**src/sv/sdq_pkg.sv**
```systemverilog
package sdq_pkg;

    localparam logic OP_TICK = 1'b0;
    localparam logic OP_PUT  = 1'b1;

    localparam int MAX_RESULTS   = 16;
    localparam int WAKE_CNT_BITS = 5;

    typedef enum logic [1:0] {
        KIND_ACCEPTED = 2'd0,
        KIND_REFUSED  = 2'd1,
        KIND_WOKEN    = 2'd2
    } kind_t;

    typedef enum logic {
        ST_IDLE,
        ST_WAKE
    } state_t;

    typedef struct packed {
        logic insert;
        logic decrement;
        logic pop;
    } cell_ctrl_t;

endpackage

```
**src/sv/sdq_if.sv**
```systemverilog
interface sdq_req_if;
    logic        valid;
    logic        ready;
    logic        operation;
    logic [7:0]  task_id;
    logic [31:0] sleep_ticks;

    modport source (output valid, output operation, output task_id, output sleep_ticks,
                    input ready);
    modport sink (input valid, input operation, input task_id, input sleep_ticks,
                  output ready);
endinterface

interface sdq_rsp_if;
    logic       valid;
    logic       ready;
    logic [1:0] result_kind;
    logic [7:0] woken_task;
    logic       last;

    modport source (output valid, output result_kind, output woken_task, output last,
                    input ready);
    modport sink (input valid, input result_kind, input woken_task, input last,
                  output ready);
endinterface

```
**src/sv/sdq_cell.sv**
```systemverilog
module sdq_cell #(
    parameter int TIME_BITS = 32
) (
    input  logic                  clk,
    input  logic                  rst_n,
    input  sdq_pkg::cell_ctrl_t   ctrl,
    input  logic [7:0]            put_task,
    input  logic [TIME_BITS-1:0]  put_time,
    input  logic                  left_valid,
    input  logic                  left_ge,
    input  logic [7:0]            left_task,
    input  logic [TIME_BITS-1:0]  left_rem,
    input  logic                  right_valid,
    input  logic [7:0]            right_task,
    input  logic [TIME_BITS-1:0]  right_rem,
    output logic                  cell_valid,
    output logic                  cell_ge,
    output logic [7:0]            cell_task,
    output logic [TIME_BITS-1:0]  cell_rem
);

    logic                 valid_reg, valid_next;
    logic [7:0]           task_reg, task_next;
    logic [TIME_BITS-1:0] rem_reg, rem_next;

    assign cell_valid = valid_reg;
    assign cell_task  = task_reg;
    assign cell_rem   = rem_reg;
    assign cell_ge    = valid_reg && (rem_reg >= put_time);

    // Each cell holds the full remaining time of its task, so the queue stays
    // sorted and an insertion point is found by one compare in every cell.
    always_comb
    begin
        valid_next = valid_reg;
        task_next  = task_reg;
        rem_next   = rem_reg;
        if (ctrl.insert)
        begin
            if (left_ge)
            begin
                valid_next = 1'b1;
                task_next  = left_task;
                rem_next   = left_rem;
            end
            else if (left_valid && (cell_ge || !valid_reg))
            begin
                valid_next = 1'b1;
                task_next  = put_task;
                rem_next   = put_time;
            end
        end
        else if (ctrl.decrement)
        begin
            if (valid_reg)
            begin
                rem_next = rem_reg - {{(TIME_BITS-1){1'b0}}, 1'b1};
            end
        end
        else if (ctrl.pop)
        begin
            valid_next = right_valid;
            task_next  = right_task;
            rem_next   = right_rem;
        end
    end

    always_ff @(posedge clk or negedge rst_n)
    begin
        if (!rst_n)
        begin
            valid_reg <= 1'b0;
        end
        else
        begin
            valid_reg <= valid_next;
        end
    end

    always_ff @(posedge clk)
    begin
        task_reg <= task_next;
        rem_reg  <= rem_next;
    end

endmodule

```
**src/sv/sleep_delta_queue.sv**
```systemverilog
// Channel | Dir | Payload                            | Handshake
// req     | in  | operation, task_id, sleep_ticks    | valid / ready
// rsp     | out | result_kind, woken_task, last      | valid / ready
//
// A put's result is ready in the output register on the next cycle. A tick ages
// the queue unless the head is already due, then wakes each due task, up to
// MAX_RESULTS per tick, by one shift of the cell chain for each task that wakes.
// Reset clears every cell's valid bit and the control state; the queue is empty.
// A stalled result holds the chain, and no new item is taken while a tick wakes.
module sleep_delta_queue #(
    parameter int CAPACITY  = 16,
    parameter int TIME_BITS = 32
) (
    input logic       clk,
    input logic       rst_n,
    sdq_req_if.sink   req,
    sdq_rsp_if.source rsp
);

    localparam logic [63:0] TIME_MAX = {64{1'b1}} >> (64 - TIME_BITS);

    sdq_pkg::state_t   state_reg, state_next;
    sdq_pkg::cell_ctrl_t ctrl;

    logic [sdq_pkg::WAKE_CNT_BITS-1:0] wake_cnt_reg, wake_cnt_next;

    logic                 out_valid_reg, out_valid_next;
    logic [1:0]           out_kind_reg, out_kind_next;
    logic [7:0]           out_task_reg, out_task_next;
    logic                 out_last_reg, out_last_next;

    logic [CAPACITY-1:0]  valid_vec;
    logic [CAPACITY-1:0]  ge_vec;
    logic [7:0]           task_arr [CAPACITY];
    logic [TIME_BITS-1:0] rem_arr  [CAPACITY];

    logic [63:0]          sleep_wide;
    logic [63:0]          sleep_sat;
    logic [TIME_BITS-1:0] put_time;

    logic in_fire, slot_free, full, head_due, can_wake, emit, wake_last;

    assign sleep_wide = {32'd0, req.sleep_ticks};
    always_comb
    begin
        if (sleep_wide == 64'd0)
        begin
            sleep_sat = 64'd1;
        end
        else if (sleep_wide > TIME_MAX)
        begin
            sleep_sat = TIME_MAX;
        end
        else
        begin
            sleep_sat = sleep_wide;
        end
    end
    assign put_time = sleep_sat[TIME_BITS-1:0];

    genvar gi;
    generate
        for (gi = 0; gi < CAPACITY; gi++)
        begin : g_cell
            logic                 l_valid, l_ge, r_valid;
            logic [7:0]           l_task, r_task;
            logic [TIME_BITS-1:0] l_rem, r_rem;

            if (gi == 0)
            begin : g_head
                assign l_valid = 1'b1;
                assign l_ge    = 1'b0;
                assign l_task  = 8'd0;
                assign l_rem   = '0;
            end
            else
            begin : g_body
                assign l_valid = valid_vec[gi-1];
                assign l_ge    = ge_vec[gi-1];
                assign l_task  = task_arr[gi-1];
                assign l_rem   = rem_arr[gi-1];
            end

            if (gi == CAPACITY - 1)
            begin : g_tail
                assign r_valid = 1'b0;
                assign r_task  = 8'd0;
                assign r_rem   = '0;
            end
            else
            begin : g_inner
                assign r_valid = valid_vec[gi+1];
                assign r_task  = task_arr[gi+1];
                assign r_rem   = rem_arr[gi+1];
            end

            sdq_cell #(
                .TIME_BITS (TIME_BITS)
            ) u_cell (
                .clk         (clk),
                .rst_n       (rst_n),
                .ctrl        (ctrl),
                .put_task    (req.task_id),
                .put_time    (put_time),
                .left_valid  (l_valid),
                .left_ge     (l_ge),
                .left_task   (l_task),
                .left_rem    (l_rem),
                .right_valid (r_valid),
                .right_task  (r_task),
                .right_rem   (r_rem),
                .cell_valid  (valid_vec[gi]),
                .cell_ge     (ge_vec[gi]),
                .cell_task   (task_arr[gi]),
                .cell_rem    (rem_arr[gi])
            );
        end
    endgenerate

    assign slot_free = !out_valid_reg || rsp.ready;
    assign in_fire   = req.valid && req.ready;
    assign full      = valid_vec[CAPACITY-1];
    assign head_due  = valid_vec[0] && (rem_arr[0] == '0);
    assign can_wake  = head_due &&
                       (wake_cnt_reg < sdq_pkg::WAKE_CNT_BITS'(sdq_pkg::MAX_RESULTS));
    assign wake_last = !(valid_vec[1] && (rem_arr[1] == '0)) ||
                       (wake_cnt_reg == sdq_pkg::WAKE_CNT_BITS'(sdq_pkg::MAX_RESULTS - 1));

    always_comb
    begin
        state_next = state_reg;
        case (state_reg)
            sdq_pkg::ST_IDLE:
            begin
                if (in_fire && (req.operation == sdq_pkg::OP_TICK))
                begin
                    state_next = sdq_pkg::ST_WAKE;
                end
            end
            sdq_pkg::ST_WAKE:
            begin
                if (!can_wake || (slot_free && wake_last))
                begin
                    state_next = sdq_pkg::ST_IDLE;
                end
            end
            default:
            begin
                state_next = sdq_pkg::ST_IDLE;
            end
        endcase
    end

    always_comb
    begin
        req.ready      = 1'b0;
        emit           = 1'b0;
        ctrl           = '0;
        case (state_reg)
            sdq_pkg::ST_IDLE:
            begin
                req.ready = slot_free;
                ctrl.insert = in_fire && (req.operation == sdq_pkg::OP_PUT) && !full;
                ctrl.decrement = in_fire && (req.operation == sdq_pkg::OP_TICK) &&
                                 valid_vec[0] && (rem_arr[0] != '0);
            end
            sdq_pkg::ST_WAKE:
            begin
                emit     = can_wake && slot_free;
                ctrl.pop = emit;
            end
            default:
            begin
                req.ready = 1'b0;
            end
        endcase
    end

    always_comb
    begin
        wake_cnt_next = wake_cnt_reg;
        if (in_fire)
        begin
            wake_cnt_next = '0;
        end
        else if (emit)
        begin
            wake_cnt_next = wake_cnt_reg + 1'b1;
        end
    end

    always_comb
    begin
        out_valid_next = out_valid_reg;
        out_kind_next  = out_kind_reg;
        out_task_next  = out_task_reg;
        out_last_next  = out_last_reg;
        if (in_fire && (req.operation == sdq_pkg::OP_PUT))
        begin
            out_valid_next = 1'b1;
            out_kind_next  = full ? sdq_pkg::KIND_REFUSED : sdq_pkg::KIND_ACCEPTED;
            out_task_next  = 8'd0;
            out_last_next  = 1'b1;
        end
        else if (emit)
        begin
            out_valid_next = 1'b1;
            out_kind_next  = sdq_pkg::KIND_WOKEN;
            out_task_next  = task_arr[0];
            out_last_next  = wake_last;
        end
        else if (rsp.ready)
        begin
            out_valid_next = 1'b0;
        end
    end

    always_ff @(posedge clk or negedge rst_n)
    begin
        if (!rst_n)
        begin
            state_reg     <= sdq_pkg::ST_IDLE;
            wake_cnt_reg  <= '0;
            out_valid_reg <= 1'b0;
        end
        else
        begin
            state_reg     <= state_next;
            wake_cnt_reg  <= wake_cnt_next;
            out_valid_reg <= out_valid_next;
        end
    end

    always_ff @(posedge clk)
    begin
        out_kind_reg <= out_kind_next;
        out_task_reg <= out_task_next;
        out_last_reg <= out_last_next;
    end

    assign rsp.valid       = out_valid_reg;
    assign rsp.result_kind = out_kind_reg;
    assign rsp.woken_task  = out_task_reg;
    assign rsp.last        = out_last_reg;

`ifndef SYNTH
    a_cells_packed: assert property (@(posedge clk) disable iff (!rst_n)
        (valid_vec & (valid_vec + {{(CAPACITY-1){1'b0}}, 1'b1})) == '0)
        else $error("Occupied cells are not contiguous from the head.");

    a_put_result: assert property (@(posedge clk) disable iff (!rst_n)
        in_fire && (req.operation == sdq_pkg::OP_PUT) |=> out_valid_reg && out_last_reg)
        else $error("A put item did not produce its result.");

    a_wake_bound: assert property (@(posedge clk) disable iff (!rst_n)
        wake_cnt_reg <= sdq_pkg::WAKE_CNT_BITS'(sdq_pkg::MAX_RESULTS))
        else $error("Too many tasks woken by one tick.");

    a_wake_blocks: assert property (@(posedge clk) disable iff (!rst_n)
        (state_reg == sdq_pkg::ST_WAKE) |-> !req.ready)
        else $error("Input taken while a tick is still waking tasks.");
`endif

endmodule
```
**src/flat_wrapper.sv**
```systemverilog
// flat-port wrapper written by rule: the top's interface ports become plain ports
module sleep_delta_queue_flat 
#(
    parameter int CAPACITY  = 16,
    parameter int TIME_BITS = 32
)
  (clk, rst_n, req_valid, req_operation, req_task_id, req_sleep_ticks, req_ready, rsp_valid, rsp_result_kind, rsp_woken_task, rsp_last, rsp_ready);
  sdq_req_if req_i ();
  sdq_rsp_if rsp_i ();
  input logic clk;
  input logic rst_n;
  input wire logic [$bits(req_i.valid)-1:0] req_valid;
  input wire logic [$bits(req_i.operation)-1:0] req_operation;
  input wire logic [$bits(req_i.task_id)-1:0] req_task_id;
  input wire logic [$bits(req_i.sleep_ticks)-1:0] req_sleep_ticks;
  output wire logic [$bits(req_i.ready)-1:0] req_ready;
  output wire logic [$bits(rsp_i.valid)-1:0] rsp_valid;
  output wire logic [$bits(rsp_i.result_kind)-1:0] rsp_result_kind;
  output wire logic [$bits(rsp_i.woken_task)-1:0] rsp_woken_task;
  output wire logic [$bits(rsp_i.last)-1:0] rsp_last;
  input wire logic [$bits(rsp_i.ready)-1:0] rsp_ready;
  assign req_i.valid = req_valid;
  assign req_i.operation = req_operation;
  assign req_i.task_id = req_task_id;
  assign req_i.sleep_ticks = req_sleep_ticks;
  assign req_ready = req_i.ready;
  assign rsp_valid = rsp_i.valid;
  assign rsp_result_kind = rsp_i.result_kind;
  assign rsp_woken_task = rsp_i.woken_task;
  assign rsp_last = rsp_i.last;
  assign rsp_i.ready = rsp_ready;
  sleep_delta_queue #(.CAPACITY(CAPACITY), .TIME_BITS(TIME_BITS)) u_core (.clk(clk), .rst_n(rst_n), .req(req_i), .rsp(rsp_i));
endmodule
```
**config.mk**
```make
export PLATFORM = sky130hd
export DESIGN_NAME = sleep_delta_queue_flat
export DESIGN_NICKNAME = d
export VERILOG_FILES = /design/src/sv/sdq_pkg.sv /design/src/sv/sdq_if.sv /design/src/sv/sdq_cell.sv /design/src/sv/sleep_delta_queue.sv /design/src/flat_wrapper.sv
export SDC_FILE = /design/constraint.sdc
export NUM_CORES = 2
export LEC_CHECK = 0
export BUFFER_PORTS_ARGS = -buffer_cell sky130_fd_sc_hd__buf_4
export CAP_MARGIN = 20
export CELL_PAD_IN_SITES_DETAIL_PLACEMENT = 0
export CELL_PAD_IN_SITES_GLOBAL_PLACEMENT = 2
export CORE_MARGIN = 8
export CORE_UTILIZATION = 25
export DETAILED_ROUTE_END_ITERATION = 6
export GPL_TIMING_DRIVEN = 0
export PLACE_DENSITY = 0.66
export SLEW_MARGIN = 10
export SYNTH_ARGS = -nofsm -noshare
export SYNTH_HDL_FRONTEND = slang
export SYNTH_HIERARCHICAL = 1
export SYNTH_SLANG_ARGS = --single-unit
export TNS_END_PERCENT = 20
```
**constraint.sdc**
```tcl
create_clock -name clk -period 14.2 [get_ports clk]
set_input_delay 2.84 -clock clk [delete_from_list [all_inputs] [get_ports clk]]
set_output_delay 2.84 -clock clk [all_outputs]
set_load 0.05 [all_outputs]
```
# Yosys cells after proc, flatten, opt, wreduce, memory -nomap -nowiden
# Index checks and enable logic that the tools add are counted.
# word_totals
reg_bits,674
in_bits,45
out_inout_bits,13
word_cells,515
# op_classes
addsub,17
n_lt_le_gt_ge,18
eq_ne,34
mux,269
bitwise,2
reduce_logical,121
# op_table
op,n
$mux W32,97
$mux W8,79
$ge A32 B32 Y1,16
$sub A32 B1 Y32 const B,16
$reduce_and A3 Y1,32
$mux W1,87
$logic_not A32 Y1,2
$logic_not A64 Y1,1
$ne A3 B2 Y1 const B,16
$ne A3 B3 Y1 const B,15
$logic_and A1 B1 Y1,42
$gt A32 B32 Y1 const B,1
$reduce_bool A32 Y1,1
$logic_not A1 Y1,19
$logic_or A1 B1 Y1,19
$mux W5,2
$mux W2,3
$reduce_bool A2 Y1,3
$reduce_bool A3 Y1,2
$add A5 B1 Y5 const B,1
$eq A5 B4 Y1 const B,1
$lt A5 B5 Y1 const B,1
$ne A2 B1 Y1 const B,1
$ne A2 B2 Y1 const B,1
other kinds (2),3

# Longest topological paths before layout
# logic_depth
ltp_word,10
depth_mapped,16

# Hierarchy
# The synthesis kept the hierarchy.
# by_module_without_submodules
module,instances,cells_each,area_per_inst_um2,seq_area_each_um2
sdq_cell (u_core.g_cell[0].u_cell ...),13,438,3678.5,1226.2
sdq_cell (u_core.g_cell[7].u_cell ...),3,446,3788.6,1226.2
sleep_delta_queue,1,158,1277.5,415.4

# Worst setup path after synthesis
# No wires, ideal clock.
# synth_path
path_kind,input port to flip-flop
startpoint,input req_sleep_ticks[26]
endpoint,"register u_core.g_cell[11].u_cell.rem_reg[0], enable pin"
setup_ns,0.474
t_arrival_ns,8.674
path_slack_ns,5.052
path_stages,13
path_buffers,1
cell_sequence,nor4_1 > nand4_1 > o21bai_1 > ha_1 > nand2b_1 > a2111oi_0 > or4_1 > a31oi_1 > a2111oi_0 > nor2b_1 > clkbuf_1 > and3b_1 > a221oi_1
# synth_lines
item,line_no,source
from (decl),flat_wrapper.sv:15,input wire logic [$bits(req_i.sleep_ticks)-1:0] req_sleep_ticks;
$gt A32 B32 Y1,sleep_delta_queue.sv:50,else if (sleep_wide > TIME_MAX)
$mux W32,sleep_delta_queue.sv:50,
$mux W32 *,sleep_delta_queue.sv:46,if (sleep_wide == 64'd0)
net u_core.sleep_sat[0],sleep_delta_queue.sv:38,logic [63:0] sleep_sat;
$ge A32 B32 Y1 *,sdq_cell.sv:29,assign cell_ge = valid_reg && (rem_reg >= put_time);
$logic_and A1 B1 Y1 *,sdq_cell.sv:29,
net u_core.g_cell[11].l_ge,sleep_delta_queue.sv:65,"logic l_valid, l_ge, r_valid;"
$ne A3 B3 Y1 (no line) *,-,
$reduce_and A3 Y1 (no line) *,-,
to (signal assigned),sdq_cell.sv:83,rem_reg <= rem_next;
to (decl),sdq_cell.sv:24,"logic [TIME_BITS-1:0] rem_reg, rem_next;"
# The timed path passes the listed nets; every way through them passes the cells marked *.
# A chain may end at the register's enable or synchronous reset.

# Final worst setup path
# layout_path
startpoint,input req_sleep_ticks[26]
endpoint,"register u_core.g_cell[9].u_cell.rem_reg[26], enable pin"
# layout_lines
item,line_no
$gt A32 B32 Y1,sleep_delta_queue.sv:50
$mux W32,sleep_delta_queue.sv:50
$mux W32 *,sleep_delta_queue.sv:46
net u_core.sleep_sat[0],sleep_delta_queue.sv:38
$ge A32 B32 Y1 *,sdq_cell.sv:29
$logic_and A1 B1 Y1 *,sdq_cell.sv:29
net u_core.g_cell[9].l_ge,sleep_delta_queue.sv:65
$ne A3 B3 Y1 (no line) *,-
$reduce_and A3 Y1 (no line) *,-
to (signal assigned),sdq_cell.sv:83
to (decl),sdq_cell.sv:24
# Marks and branches as above.

==> impl_metrics.tcl <==
set metrics [dict create \
    hold_buffers 0 \
    grt_max_degree 36 \
    end_kind "flip-flop" \
    cts_made_buffers 90 \
    dieWidth_um 507.8 \
    n_antenna_cell 0 \
    netlist_instances 7189 \
    die_y_um 507.8 \
    routed_wl_um 260100 \
    antenna_found_initial 4 \
    syn-cell-area_mm2 0.06046 \
    placeableCoreArea_mm2 0.2405 \
    rrSetupSlack_ns 9.34 \
    grt_pass1_vias 56093 \
    r2r-start "u_core/g_cell[6].u_cell/cell_rem[29]" \
    ios 58 \
    initial_core_util 0.2514 \
    maxSlewHeadroom 0.1943 \
    finalCritPeriodShare 0.5549 \
    required_ns 14.64 \
    fin_crit_ns 7.879 \
    largest_register_ffs 512 \
    io_buffer_count 57 \
    min_path_type "flip-flop to flip-flop" \
    cts_tree "built" \
    first_iter_violations 4850 \
    gp_congestion 0.8421 \
    critPathLaunchType "primary input" \
    syn_area_per_cell_um2 8.410 \
    area_growth_pct 15.45 \
    rsz0062_at_grt "false" \
    die_area_mm2 0.2578 \
    clkTransAtPathRegs_ns 0.06 \
    drv_slew 0 \
    maxCapViolations 0 \
    post_cts_resized 0 \
    final_core_util 0.2902 \
    max_freq_ghz 0.1269 \
    drtPass1Iterations 6 \
    rows 180 \
    crit_start "req_sleep_ticks[26]" \
    overflow 0 \
    worstMarginPinSlew_ns 1.205 \
    crit_type "primary input to flip-flop" \
    ant_nets 0 \
    design_area_mm2 0.06980 \
    wl_per_cell_um 24.18 \
    setup_viol 0 \
    yosysWarnings 6 \
    clk_path_buf_depth 3 \
    worstPathArrival_ns 8.32 \
    clockRootBuffer "clkbuf_16" \
    clk_latency_ns 0.72 \
    power_per_cell_area_mw_per_mm2 111.9 \
    ir_drop_v 0.00007921 \
    status "completed" \
    drc 0 \
    leakage_nw 25.93 \
    cts-htree-levels 3 \
    hpwl_um 200400 \
    finalClockSkew_ns 0.02899 \
    nets 8071 \
    crit_fanout 20 \
    drive_gt1_frac 0.05297 \
    post-cts-setup-buffers 0 \
    place_area_mm2 0.06686 \
    hold_viol_final 0 \
    route.detailed.vias_per_inst 5.284 \
    grt_pass1_wl_um 378600 \
    cts_sinks 674 \
    min_from "u_core/rsp.woken_task[2]" \
    track_usage 0.1925 \
    vias 56826 \
]
## where the power goes
| part | switching [mW] | internal, mW | leakage [nW] |
|---|---|---|---|
| Clock | 1.02 | 1.37 | 1.42 |
| Sequential | 0.463 | 2.52 | 6.22 |
| Combinational | 1.54 | 0.906 | 18.3 |
| Total | 3.02 | 4.79 | 25.9 |
## routing by layer
metal	GRT usage	wire (um)	vias up
li1	-	-	26870
met1	0.2617	119200	28128
met2	0.3245	121600	1523
met3	0.02767	13260	305
met4	0.04103	6015	0
met5	0	0	-
## layout make-up
| cell class | count | area, um^2 |
|---|---|---|
| plain buffers | 380 | 1516 |
| clock buffers | 120 | 2427 |
| multi-input cells | 5650 | 37480 |
| fillers | 25939 | 170700 |
| repair buffers | 134 | 1710 |
| well taps | 3185 | 3985 |
| clock inverters | 46 | 503.0 |
| flip-flops and latches | 674 | 20030 |
| inverters | 566 | 2137 |
## path summary, 6_finish.rpt
path / to / cells past startpoint
worst max register to register: u_core/g_cell[7].u_cell/cell_task[6] / 11
max in group asynchronous: u_core/g_cell[9].u_cell/cell_valid / 1
worst min-delay path: u_core/rsp.woken_task[2] / 2
min in group asynchronous: u_core/wake_cnt_reg[2] / 1
worst min register to register: u_core/rsp.woken_task[2] / 2
worst max-delay path: u_core/g_cell[9].u_cell/cell_rem[26] / 16
## per-stage QoR
step	worst slack [ns]	total power [mW]	TNS, ns	instances	hold slack, ns
after floorplan	5.052	4.409	0	7270	0.4738
after detailed placement	5.770	5.437	0	10588	0.4533
after global placement	-0.8660	5.349	-204.38	10512	0.4495
final	6.321	7.808	0	10755	0.4634
after CTS	6.530	7.872	0	10754	0.4633
after global routing	6.147	8.243	0	10755	0.4749
## placed cells by master (no fill, tap or decap), types with 29 or more instances in the layout
master	n
a31oi_1	64
nor3b_1	32
nor3_1	160
o21ai_0	765
edfxtp_1	642
conb_1	83
a21oi_1	587
o31ai_1	29
ha_1	530
nand2_1	702
buf_1	73
a211oi_1	31
mux2i_1	358
buf_4	69
or3_1	120
nand2b_1	61
nor2b_1	60
nor4_1	110
nand3_1	149
or4_1	69
clkbuf_1	295
and4_1	39
nor2_1	621
a21o_1	32
xor2_1	119
inv_1	561
xnor2_1	280
nand4_1	70
clkbuf_16	92
a22oi_1	238
## critical path, stage by stage
cell,delay (ns)
buf_4,0.11
nor4_1,0.39
nand4_1,0.20
o21bai_4,0.70
buf_12,0.26
ha_1,0.25
nand2b_1,0.15
a2111oi_0,0.43
nor4_1,0.10
o41ai_1,0.83
a21oi_1,0.31
clkbuf_1,0.35
nand3b_1,0.24
nor3_1,0.52
a21oi_4,0.30
buf_16,0.28
Note: power is estimated with default switching activity, not from simulation.
